`config.mk`:
```
export PLATFORM = sky130hd
export DESIGN_NAME = msb_first_bit_packer_top_flat
export DESIGN_NICKNAME = d
export VERILOG_FILES = /design/src/hdl/mbp_pkg.sv /design/src/hdl/mbp_req_if.sv /design/src/hdl/mbp_rsp_if.sv /design/src/hdl/mbp_front.sv /design/src/hdl/mbp_queue.sv /design/src/hdl/mbp_back.sv /design/src/hdl/msb_first_bit_packer_top.sv /design/src/flat_wrapper.sv
export SDC_FILE = /design/constraint.sdc
export NUM_CORES = 1
export LEC_CHECK = 0
export BUFFER_PORTS_ARGS = -buffer_cell sky130_fd_sc_hd__buf_4
export CAP_MARGIN = 20
export CORE_ASPECT_RATIO = 1.2
export CORE_MARGIN = 3
export CORE_UTILIZATION = 60
export DETAILED_ROUTE_END_ITERATION = 8
export HOLD_SLACK_MARGIN = 0.12
export MAX_ROUTING_LAYER = met4
export PLACE_DENSITY_LB_ADDON = 0.08
export SYNTH_ARGS = -nofsm -noshare
export SYNTH_HDL_FRONTEND = slang
export SYNTH_SLANG_ARGS = --single-unit
```
`constraint.sdc`:
```
create_clock -name clock -period 4.85 [get_ports clock]
set_input_delay 0.2425 -clock clock [delete_from_list [all_inputs] [get_ports clock]]
set_output_delay 0.2425 -clock clock [all_outputs]
set_load 0.05 [all_outputs]
```
`src/hdl/mbp_pkg.sv`:
```
`default_nettype none
package mbp_pkg;

   localparam int VALUE_W     = 64;
   localparam int WIDTH_W     = 7;
   localparam int COUNT_W     = 32;
   localparam int BITS_W      = 32;
   localparam int BYTE_W      = 8;
   localparam int ACC_W       = VALUE_W + BYTE_W;
   localparam int FILL_W      = $clog2(ACC_W);
   localparam int QUEUE_DEPTH = 4;
   localparam int QPTR_W      = $clog2(QUEUE_DEPTH);
   localparam int QCNT_W      = QPTR_W + 1;
   localparam int APB_DATA_W  = 32;
   localparam int APB_ADDR_W  = 3;

   localparam logic [WIDTH_W-1:0] WIDTH_RESET = WIDTH_W'(8);
   localparam logic [WIDTH_W-1:0] MAX_WIDTH   = WIDTH_W'(VALUE_W);

   typedef enum logic [0:0] {
      REG_VALUE_WIDTH = 1'b0
   } reg_index_type;

   // one packing job: value left-aligned so its first bit sits at the top
   typedef struct packed {
      logic [VALUE_W-1:0] value;
      logic [WIDTH_W-1:0] width;
      logic               last_item;
      logic [BITS_W-1:0]  total;
   } job_type;

endpackage
`default_nettype wire

```
`src/hdl/mbp_req_if.sv`:
```
`default_nettype none
interface mbp_req_if import mbp_pkg::*; ();
   logic               valid;
   logic               ready;
   logic [VALUE_W-1:0] value;
   logic               last_item;

   modport source(output valid, output value, output last_item, input ready);
   modport sink(input valid, input value, input last_item, output ready);
endinterface
`default_nettype wire

```
`src/hdl/mbp_rsp_if.sv`:
```
`default_nettype none
interface mbp_rsp_if import mbp_pkg::*; ();
   logic              valid;
   logic              ready;
   logic [BYTE_W-1:0] out_byte;
   logic              last_byte;
   logic [BITS_W-1:0] bits_written;

   modport source(output valid, output out_byte, output last_byte, output bits_written,
                  input ready);
   modport sink(input valid, input out_byte, input last_byte, input bits_written,
                output ready);
endinterface
`default_nettype wire

```
`src/hdl/mbp_front.sv`:
```
`default_nettype none
module mbp_front import mbp_pkg::*; (
   input  wire logic                  clock,
   input  wire logic                  reset,
   mbp_req_if.sink                    req_ch,
   input  wire logic                  psel,
   input  wire logic                  penable,
   input  wire logic                  pwrite,
   input  wire logic [APB_ADDR_W-1:0] paddr,
   input  wire logic [APB_DATA_W-1:0] pwdata,
   output      logic [APB_DATA_W-1:0] prdata,
   output      logic                  pready,
   output      logic                  q_push,
   output      job_type               q_data,
   input  wire logic                  q_full
);

   logic [WIDTH_W-1:0] width_ff, width_in;
   logic [COUNT_W-1:0] total_ff, total_in;
   logic [WIDTH_W-1:0] n;
   logic [COUNT_W:0]   sum;
   logic [COUNT_W-1:0] sat;
   logic               reg_hit;
   logic               accept;

   assign pready  = 1'b1;
   assign reg_hit = (reg_index_type'(paddr[APB_ADDR_W-1]) == REG_VALUE_WIDTH);

   always_comb begin
      width_in = width_ff;
      if (psel && penable && pwrite && reg_hit) begin
         width_in = pwdata[WIDTH_W-1:0];
      end
      prdata = '0;
      if (reg_hit) begin
         prdata = {{(APB_DATA_W-WIDTH_W){1'b0}}, width_ff};
      end
   end

   // clamp width into 1..64
   always_comb begin
      if (width_ff == '0) begin
         n = WIDTH_W'(1);
      end else if (width_ff > MAX_WIDTH) begin
         n = MAX_WIDTH;
      end else begin
         n = width_ff;
      end
   end

   assign req_ch.ready = !q_full;
   assign accept       = req_ch.valid && !q_full;
   assign q_push       = accept;

   assign sum = {1'b0, total_ff} + {{(COUNT_W+1-WIDTH_W){1'b0}}, n};
   assign sat = sum[COUNT_W] ? {COUNT_W{1'b1}} : sum[COUNT_W-1:0];

   always_comb begin
      total_in = total_ff;
      if (accept) begin
         total_in = req_ch.last_item ? '0 : sat;
      end
   end

   always_comb begin
      q_data.value     = req_ch.value << (MAX_WIDTH - n);
      q_data.width     = n;
      q_data.last_item = req_ch.last_item;
      q_data.total     = BITS_W'(sat);
   end

   always_ff @(posedge clock) begin
      if (reset) begin
         width_ff <= WIDTH_RESET;
         total_ff <= '0;
      end else begin
         width_ff <= width_in;
         total_ff <= total_in;
      end
   end

endmodule
`default_nettype wire

```
`src/hdl/mbp_queue.sv`:
```
`default_nettype none
module mbp_queue import mbp_pkg::*; (
   input  wire logic    clock,
   input  wire logic    reset,
   input  wire logic    push,
   input  wire job_type push_data,
   output      logic    full,
   output      logic    pop_valid,
   output      job_type pop_data,
   input  wire logic    pop
);

   job_type            mem_ff [QUEUE_DEPTH];
   logic [QPTR_W-1:0]  wr_ptr_ff, wr_ptr_in;
   logic [QPTR_W-1:0]  rd_ptr_ff, rd_ptr_in;
   logic [QCNT_W-1:0]  count_ff, count_in;
   logic               do_push;
   logic               do_pop;

   assign full      = (count_ff == QCNT_W'(QUEUE_DEPTH));
   assign pop_valid = (count_ff != '0);
   assign pop_data  = mem_ff[rd_ptr_ff];
   assign do_push   = push && !full;
   assign do_pop    = pop && pop_valid;

   always_comb begin
      wr_ptr_in = do_push ? wr_ptr_ff + QPTR_W'(1) : wr_ptr_ff;
      rd_ptr_in = do_pop  ? rd_ptr_ff + QPTR_W'(1) : rd_ptr_ff;
      count_in  = count_ff;
      if (do_push && !do_pop) begin
         count_in = count_ff + QCNT_W'(1);
      end else if (do_pop && !do_push) begin
         count_in = count_ff - QCNT_W'(1);
      end
   end

   always_ff @(posedge clock) begin
      if (do_push) begin
         mem_ff[wr_ptr_ff] <= push_data;
      end
   end

   always_ff @(posedge clock) begin
      if (reset) begin
         wr_ptr_ff <= '0;
         rd_ptr_ff <= '0;
         count_ff  <= '0;
      end else begin
         wr_ptr_ff <= wr_ptr_in;
         rd_ptr_ff <= rd_ptr_in;
         count_ff  <= count_in;
      end
   end

endmodule
`default_nettype wire

```
`src/hdl/mbp_back.sv`:
```
`default_nettype none
module mbp_back import mbp_pkg::*; (
   input  wire logic    clock,
   input  wire logic    reset,
   input  wire logic    q_valid,
   input  wire job_type q_data,
   output      logic    q_pop,
   mbp_rsp_if.source    rsp_ch
);

   // acc holds fill bits left-aligned; everything below them stays zero
   logic [ACC_W-1:0]  acc_ff, acc_in, acc1;
   logic [FILL_W-1:0] fill_ff, fill_in, fill1;
   logic              lastf_ff, lastf_in, lastf1;
   logic [BITS_W-1:0] tot_ff, tot_in;
   logic              valid_ff, valid_in;
   logic [BYTE_W-1:0] byte_ff, byte_in;
   logic              lastb_ff, lastb_in;
   logic [BITS_W-1:0] bits_ff, bits_in;
   logic              can_emit;
   logic              want_emit;
   logic              emit;
   logic              final_byte;
   logic              load;

   assign can_emit   = !valid_ff || rsp_ch.ready;
   assign want_emit  = (fill_ff >= FILL_W'(BYTE_W)) || (lastf_ff && fill_ff != '0);
   assign emit       = want_emit && can_emit;
   assign final_byte = lastf_ff && (fill_ff <= FILL_W'(BYTE_W));

   always_comb begin
      acc1   = acc_ff;
      fill1  = fill_ff;
      lastf1 = lastf_ff;
      if (emit) begin
         acc1   = acc_ff << BYTE_W;
         fill1  = (fill_ff >= FILL_W'(BYTE_W)) ? fill_ff - FILL_W'(BYTE_W) : '0;
         lastf1 = lastf_ff && !final_byte;
      end
   end

   // take the next job once fewer than a byte's worth of bits remain
   assign load  = q_valid && (fill1 < FILL_W'(BYTE_W)) && !lastf1;
   assign q_pop = load;

   always_comb begin
      acc_in   = acc1;
      fill_in  = fill1;
      lastf_in = lastf1;
      tot_in   = tot_ff;
      if (load) begin
         acc_in   = acc1 | ({q_data.value, {BYTE_W{1'b0}}} >> fill1[2:0]);
         fill_in  = fill1 + FILL_W'(q_data.width);
         lastf_in = q_data.last_item;
         tot_in   = q_data.total;
      end
   end

   always_comb begin
      valid_in = valid_ff;
      byte_in  = byte_ff;
      lastb_in = lastb_ff;
      bits_in  = bits_ff;
      if (emit) begin
         valid_in = 1'b1;
         byte_in  = acc_ff[ACC_W-1 -: BYTE_W];
         lastb_in = final_byte;
         bits_in  = final_byte ? tot_ff : '0;
      end else if (rsp_ch.ready) begin
         valid_in = 1'b0;
      end
   end

   assign rsp_ch.valid        = valid_ff;
   assign rsp_ch.out_byte     = byte_ff;
   assign rsp_ch.last_byte    = lastb_ff;
   assign rsp_ch.bits_written = bits_ff;

   always_ff @(posedge clock) begin
      byte_ff  <= byte_in;
      lastb_ff <= lastb_in;
      bits_ff  <= bits_in;
      tot_ff   <= tot_in;
   end

   always_ff @(posedge clock) begin
      if (reset) begin
         acc_ff   <= '0;
         fill_ff  <= '0;
         lastf_ff <= 1'b0;
         valid_ff <= 1'b0;
      end else begin
         acc_ff   <= acc_in;
         fill_ff  <= fill_in;
         lastf_ff <= lastf_in;
         valid_ff <= valid_in;
      end
   end

endmodule
`default_nettype wire

```
`src/hdl/msb_first_bit_packer_top.sv`:
```
// An item's bytes reach rsp_ch through the queue, the bit accumulator and the output
// byte register. Throughput: one item per cycle while value_width is 8 or less and
// rsp_ch is ready; wider items are limited by the one-byte-per-cycle output register.
// A last item's partial byte is flushed zero-padded, and a four-entry queue sits
// between the front and the byte emitter.
// Reset (synchronous, active high) empties the queue and stream, value_width = 8.
`default_nettype none
module msb_first_bit_packer_top import mbp_pkg::*; (
   input  wire logic                  clock,
   input  wire logic                  reset,
   mbp_req_if.sink                    req_ch,
   mbp_rsp_if.source                  rsp_ch,
   input  wire logic                  psel,
   input  wire logic                  penable,
   input  wire logic                  pwrite,
   input  wire logic [APB_ADDR_W-1:0] paddr,
   input  wire logic [APB_DATA_W-1:0] pwdata,
   output      logic [APB_DATA_W-1:0] prdata,
   output      logic                  pready
);

   logic    q_push;
   logic    q_full;
   job_type q_wdata;
   logic    q_valid;
   job_type q_rdata;
   logic    q_pop;

   mbp_front u_front (
      .clock   (clock),
      .reset   (reset),
      .req_ch  (req_ch),
      .psel    (psel),
      .penable (penable),
      .pwrite  (pwrite),
      .paddr   (paddr),
      .pwdata  (pwdata),
      .prdata  (prdata),
      .pready  (pready),
      .q_push  (q_push),
      .q_data  (q_wdata),
      .q_full  (q_full)
   );

   mbp_queue u_queue (
      .clock     (clock),
      .reset     (reset),
      .push      (q_push),
      .push_data (q_wdata),
      .full      (q_full),
      .pop_valid (q_valid),
      .pop_data  (q_rdata),
      .pop       (q_pop)
   );

   mbp_back u_back (
      .clock   (clock),
      .reset   (reset),
      .q_valid (q_valid),
      .q_data  (q_rdata),
      .q_pop   (q_pop),
      .rsp_ch  (rsp_ch)
   );

endmodule
`default_nettype wire

```
`src/flat_wrapper.sv`:
```
// flat-port wrapper written by rule: the top's interface ports become plain ports
module msb_first_bit_packer_top_flat import mbp_pkg::*;
  (clock, reset, psel, penable, pwrite, paddr, pwdata, prdata, pready, req_ch_valid, req_ch_value, req_ch_last_item, req_ch_ready, rsp_ch_valid, rsp_ch_out_byte, rsp_ch_last_byte, rsp_ch_bits_written, rsp_ch_ready);
  mbp_req_if req_ch_i ();
  mbp_rsp_if rsp_ch_i ();
  input  wire logic clock;
  input  wire logic reset;
  input  wire logic psel;
  input  wire logic penable;
  input  wire logic pwrite;
  input  wire logic [APB_ADDR_W-1:0] paddr;
  input  wire logic [APB_DATA_W-1:0] pwdata;
  output      logic [APB_DATA_W-1:0] prdata;
  output      logic pready;
  input wire logic [$bits(req_ch_i.valid)-1:0] req_ch_valid;
  input wire logic [$bits(req_ch_i.value)-1:0] req_ch_value;
  input wire logic [$bits(req_ch_i.last_item)-1:0] req_ch_last_item;
  output wire logic [$bits(req_ch_i.ready)-1:0] req_ch_ready;
  output wire logic [$bits(rsp_ch_i.valid)-1:0] rsp_ch_valid;
  output wire logic [$bits(rsp_ch_i.out_byte)-1:0] rsp_ch_out_byte;
  output wire logic [$bits(rsp_ch_i.last_byte)-1:0] rsp_ch_last_byte;
  output wire logic [$bits(rsp_ch_i.bits_written)-1:0] rsp_ch_bits_written;
  input wire logic [$bits(rsp_ch_i.ready)-1:0] rsp_ch_ready;
  assign req_ch_i.valid = req_ch_valid;
  assign req_ch_i.value = req_ch_value;
  assign req_ch_i.last_item = req_ch_last_item;
  assign req_ch_ready = req_ch_i.ready;
  assign rsp_ch_valid = rsp_ch_i.valid;
  assign rsp_ch_out_byte = rsp_ch_i.out_byte;
  assign rsp_ch_last_byte = rsp_ch_i.last_byte;
  assign rsp_ch_bits_written = rsp_ch_i.bits_written;
  assign rsp_ch_i.ready = rsp_ch_ready;
  msb_first_bit_packer_top u_core (.clock(clock), .reset(reset), .req_ch(req_ch_i), .rsp_ch(rsp_ch_i), .psel(psel), .penable(penable), .pwrite(pwrite), .paddr(paddr), .pwdata(pwdata), .prdata(prdata), .pready(pready));
endmodule
```
; ---- Word-level counts from Yosys, hierarchy flattened
; Memories as Yosys holds them, arrays and structs flattened. A register that Yosys moved wholly into a read port is not among the register bits.
; Cells that the tools add are included.
[totals]
reg_bits = 200
ram_bits = 416
out_inout_bits = 76
memories = 1
[mem_list]
columns = name, depth, width, read_ports, rd_clocked_by_memory_dff, wr, line
row1 = u_core.u_queue.mem_ff, 4, 104, 1, 1, 1, mbp_queue.sv:13  ; job_type mem_ff [QUEUE_DEPTH];
[classes]
addsub = 8
magnitude_cmp = 4
n_eq_ne = 1
n_shift = 2
mux = 20
bitwise_logic = 2
reduce_logical = 27
[ops]
columns = op, n
row1 = 72-bit two-way mux, 2
row2 = 72-bit OR, 1
row3 = 72-bit by 3-bit >> shifter with 72-bit output, 1
row4 = 32-bit two-way mux, 2
row5 = 64-bit by 7-bit left shift with 64-bit output, 1
row6 = 7-bit two-way mux, 6
row7 = 32-bit by 7-bit adder with 33-bit output, 1
row8 = 1-bit logical AND, 14
row9 = 7-bit adder, 1
row10 = "7-bit by 4-bit >= comparator with 1-bit output, second input constant", 1
row11 = "7-bit greater-than comparator, second input constant", 1
row12 = "7-bit by 4-bit less-or-equal comparator with 1-bit output, second input constant", 1
row13 = 7-bit logical NOT, 1
row14 = "7-bit by 4-bit less-than comparator with 1-bit output, second input constant", 1
row15 = 7-bit nonzero test, 1
row16 = "7-bit by 4-bit subtractor with 7-bit output, second input constant", 1
row17 = "7-bit subtractor, first input constant", 1
row18 = 1-bit logical NOT, 6
row19 = 1-bit two-way mux, 6
row20 = 3-bit two-way mux, 2
row21 = "2-bit by 1-bit adder with 2-bit output, second input constant", 2
row22 = 2-bit two-way mux, 2
row23 = 2-bit nonzero test, 2
row24 = "3-bit by 1-bit adder with 3-bit output, second input constant", 1
row25 = other kinds (5), 6

; ---- Logic depth before layout (Yosys ltp)
[logic_depth]
depth_word = 12
mapped_depth = 19
depth_no_buf = 16

; ---- Hierarchy
; A second synthesis with hierarchy kept.
[unflattened]
hier_cells = 2595
hier_area_um2 = 32127.1
[modules_own_cells]
columns = module, instances, cells_each, area_per_inst_um2
row1 = mbp_queue, 1, 592, 15483.6
row2 = mbp_back, 1, 1105, 9262.6
row3 = mbp_front, 1, 898, 7380.8

; ---- Worst setup path before layout
; Ideal clock, no wire load.
[synth_timing]
kind = register to register
start = reg u_core.u_front.width_ff[6]
end = mem u_core.u_queue.mem_ff[0][102] in the netlist's numbering (data pin)
arrival_time_ns = 3.753
setup_slack_ns = 0.799
path_stages_with_launch = 18
n_path_buf = 6
period_less_slack_ns = 4.051
path_cell_list = dfxtp_1 > buf_4 > or4_4 > o21ai_2 > buf_6 > buf_12 > inv_2 > buf_2 > ha_1 > clkbuf_1 > clkbuf_1 > or2_2 > mux2i_1 > o211ai_1 > nand4_1 > o22ai_1 > a221oi_1 > o221ai_1
[synth_rtl]
columns = item, line
row1 = from (decl), mbp_front.sv:18  ; logic [WIDTH_W-1:0] width_ff, width_in;
row2 = from (signal assigned), mbp_front.sv:77  ; width_ff <= width_in;
row3 = to (decl), mbp_queue.sv:13

==> run_results.csv <==
group,metric,value,unit
outcome,status,"finished, final reports clean",
sta,skew,0.0413,ns
sta,fin_setup_tns,0,ns
clocking,clock-sinks,618,
sta,slew_headroom,35.2,%
placement,dp_slack,0.442,ns
clocking,htreeDepth,2,
global_routing,grt_pass1_wl,125000,um
floorplanning,dieArea,0.0545,mm^2
layout,design_area,0.0349,mm^2
clocking,ctsLongestPathBuffers,3,
worst_setup_path,critPathMaxStageDelay,0.59,ns
pwr,finalPower,0.0191,W
sta,fin_crit,4.45,ns
route,routed-via-count,20900,
layout,n_fill_cell,3536,
route,routed_wl,82400,um
sta,setup_slack,0.396,ns
pwr,swShare,35.5,%
worst_setup_path,critPathCaptureType,"flip-flop",
yosys,yosys_warnings,0,
layout,multi_input_area,0.0128,mm^2
sta,tightest_slew,0.972,ns
layout,final_common_cell,"edfxtp_1",
sta,drv_slew,0,
worst_setup_path,cp.required,5.12,ns
clocking,cts-root-buf,"clkbuf_16",
layout,layout_common_cells,"489 x edfxtp_1, 220 x nor2_1, 191 x buf_4",
pwr,p_switching,0.00677,W
flow_run,maxCapViolCount,0,
pwr,p_clk_share,25.6,%
layout,areaGrowthSynthToFinish,12.4,%
placement,gp_congestion,1.00,
worst_setup_path,path_buf_inv,2,
worst_setup_path,critical_path.cell_chain,"or3_1 -> o21ai_4 -> buf_4 -> buf_4 -> mux2i_1 -> mux4_1 -> o22ai_1 -> a311oi_1 -> o221ai_1",
worst_setup_path,cp_max_fo,43,
yosys,ys.flop_type,"edfxtp_1",
pwr,vdd_drop_max,0.492,mV
placement,dp_hpwl,56300,um
pwr,p_per_area,547,mW/mm^2
yosys,syn-cell-area,0.0310,mm^2
layout,drive_gt1_share,22.8,%
global_routing,grt_max_degree,87,
sta,rsz0062_at_grt,"false",
clocking,cts_tree,"built",
yosys,async_flop_share,0,%
global_routing,grt_usage,31.2,%
clocking,clk_transition_reported_paths,0.07,ns
pwr,power_frac_seq,37.9,%
worst_setup_path,crit_type,"flip-flop to flip-flop",
route,dr.pass1.iters,6,
route,first_iter_violations,2103,
layout,regArea,0.0173,mm^2
sta,fin_crit_sh,91.8,%
worst_setup_path,cpLargestDelayFamily,"compound AO/OA/AOI/OAI gates",
worst_setup_path,crit_top_cell,"buf_4",
floorplanning,initial_core_util,61.2,%
global_routing,antenna_found_initial,0,
layout,nets,2610,
clocking,numCtsBuffers,59,
min_path,hold_class,"primary input to flip-flop",
pwr,p_leak,12.7,nW
worst_setup_path,cp-start-kind,"flip-flop",
floorplanning,die_h,255,um
route,vias_per_cell,6.58,
pwr,combinationalPowerShare,36.5,%
placement,numPortBuffers,129,
floorplanning,core_region_area,0.0507,mm^2
sta,hold_viol,0,
yosys,ys_types,86,
floorplanning,die_w,214,um
worst_setup_path,slowest_stage,"or3_1",
yosys,synth_edf_count,489,
clocking,insertion_delay,0.63,ns
clocking,post_cts.repair.setup_buffers,0,
placement,placed_cell_area,0.0326,mm^2
pwr,p_int,0.0123,W
global_routing,grt_pass1_vias,20600,
route,drtAntennaViolNets,0,
yosys,syn_avg_cell_area,13.1,um^2
floorplanning,rows,90,
sta,fmax,225,MHz
yosys,synth_seq_area_share,55.6,%
route,drt_drc_violations_left,0,
worst_setup_path,cp.arrival,4.73,ns
layout,n_antenna_cell,0,
sta,setup_violations,0,
global_routing,grt_overflow,0,
yosys,yosys_register_bits,618,
yosys,synth_cells,2373,
floorplanning,io_pins,183,
route,wl_per_cell,26.0,um
## metrics by stage
step,util [%],hold slack (ns),std cells
after CTS,68.8,0.224,3173
after global placement,64.3,0.419,3043
after detailed placement,64.3,0.419,3044
after floorplan,-,0.341,2397
final,68.8,0.273,3175
after global routing,68.8,0.292,3175
## sequential cells by signal, summed over array words and instances (netlist names), 2 cells and up, named ones only
register                           count
u_core.u_queue.mem_ff                416
u_core.u_back.acc_ff                  72
u_core.u_back.rsp_ch.bits_written     32
u_core.u_back.tot_ff                  32
u_core.u_front.total_ff               32
u_core.u_back.rsp_ch.out_byte          8
u_core.u_back.fill_ff                  7
u_core.u_front.width_ff                7
u_core.u_queue.count_ff                3
u_core.u_queue.rd_ptr_ff               2
u_core.u_queue.wr_ptr_ff               2
## worst reg2reg max path: stages, from the launching register on
cell and delay (ns):
dfxtp_1 0.39, or3_1 0.59, o21ai_4 0.21, buf_4 0.53
buf_4 0.57, mux2i_1 0.50, mux4_1 0.33, o22ai_1 0.11
a311oi_1 0.52, o221ai_1 0.36
## metal layers
layer / vias up / track usage [%] / share of wire (%) / wire length [um]
met5: - / - / 0 / 0
met4: 0 / 13.2 / 4.8 / 3990
met3: 217 / 3.60 / 4.9 / 4080
met2: 806 / 53.3 / 52 / 42500
met1: 10400 / 37.9 / 39 / 31800
li1: 9469 / - / - / -
## synth_stat cells (16+ instances only)
cell / number / area share [%]
edfxtp_1: 489 / 47
nor2_1: 220 / 2.7
nand2_1: 181 / 2.2
mux2i_1: 164 / 5.3
mux4_2: 138 / 10
dfxtp_1: 129 / 8.3
clkbuf_1: 110 / 1.3
mux2_2: 101 / 3.7
a21oi_1: 80 / 1.3
o21ai_0: 61 / 0.98
o32ai_1: 49 / 1.4
o211ai_1: 46 / 1.1
and2_1: 36 / 0.73
inv_1: 30 / 0.36
nand3_1: 29 / 0.47
buf_2: 28 / 0.45
buf_4: 27 / 0.65
and3_1: 22 / 0.44
o22ai_1: 21 / 0.42
ha_1: 20 / 0.81
a22oi_1: 19 / 0.46
a31oi_1: 19 / 0.38
xnor2_1: 19 / 0.54
a22o_1: 18 / 0.51
buf_1: 18 / 0.22
a211oi_1: 16 / 0.39
nand4_1: 16 / 0.32
nor2b_1: 16 / 0.32
nor3_1: 16 / 0.26
## power by group through the flow
stage                     clock network (W)  logic [W]  registers [W]
after floorplan                           0    0.00453        0.00779
after global placement                    0    0.00681        0.00729
after detailed placement                  0    0.00690        0.00733
after CTS                           0.00495    0.00696        0.00723
after global routing                0.00515    0.00753        0.00732
final                               0.00489    0.00696        0.00723
## final timing paths
| check | startpoint | end | slack [ns] | cells past startpoint |
|---|---|---|---|---|
| setup / recovery | u_core.u_front.width_ff[0]$_SDFFE_PP0P_ | u_core.u_queue.mem_ff[0][103]$_DFFE_PP_ | 0.40 | 9 |
| hold / removal | req_ch_valid | u_core.u_queue.wr_ptr_ff[1]$_SDFFE_PP0P_ | 0.27 | 4 |
| setup reg to reg | u_core.u_front.width_ff[0]$_SDFFE_PP0P_ | u_core.u_queue.mem_ff[0][103]$_DFFE_PP_ | 0.40 | 9 |
| hold reg to reg | u_core.u_back.acc_ff[70]$_SDFF_PP0_ | u_core.u_back.rsp_ch.out_byte[6]$_DFFE_PN_ | 0.43 | 0 |
## repair_timing
item | 4_1_cts | 5_1_grt
gates resized for setup | 0 | 0
hold endpoints to repair | 20 | 0
hold buffers | 17 | 0
## cells by family after synthesis
group | after synthesis | share of synthesized area, %
fa+ha+maj | 23 | 1.00
xor+xnor | 32 | 0.927
other cells | 2 | 0.0242
simple gates | 590 | 8.59
compound gates | 473 | 11.0
flops | 618 | 55.6
buf+inv | 228 | 3.55
mux | 407 | 19.3
## final cells by class
class	instances	area share (%)
Tap cell	644	2.31
Multi-Input combinational cell	1551	36.8
Timing Repair Buffer	215	4.96
Clock inverter	40	1.46
Inverter	35	0.384
Sequential cell	618	49.5
Clock buffer	72	4.55
Power figures use the tool's default switching activity.
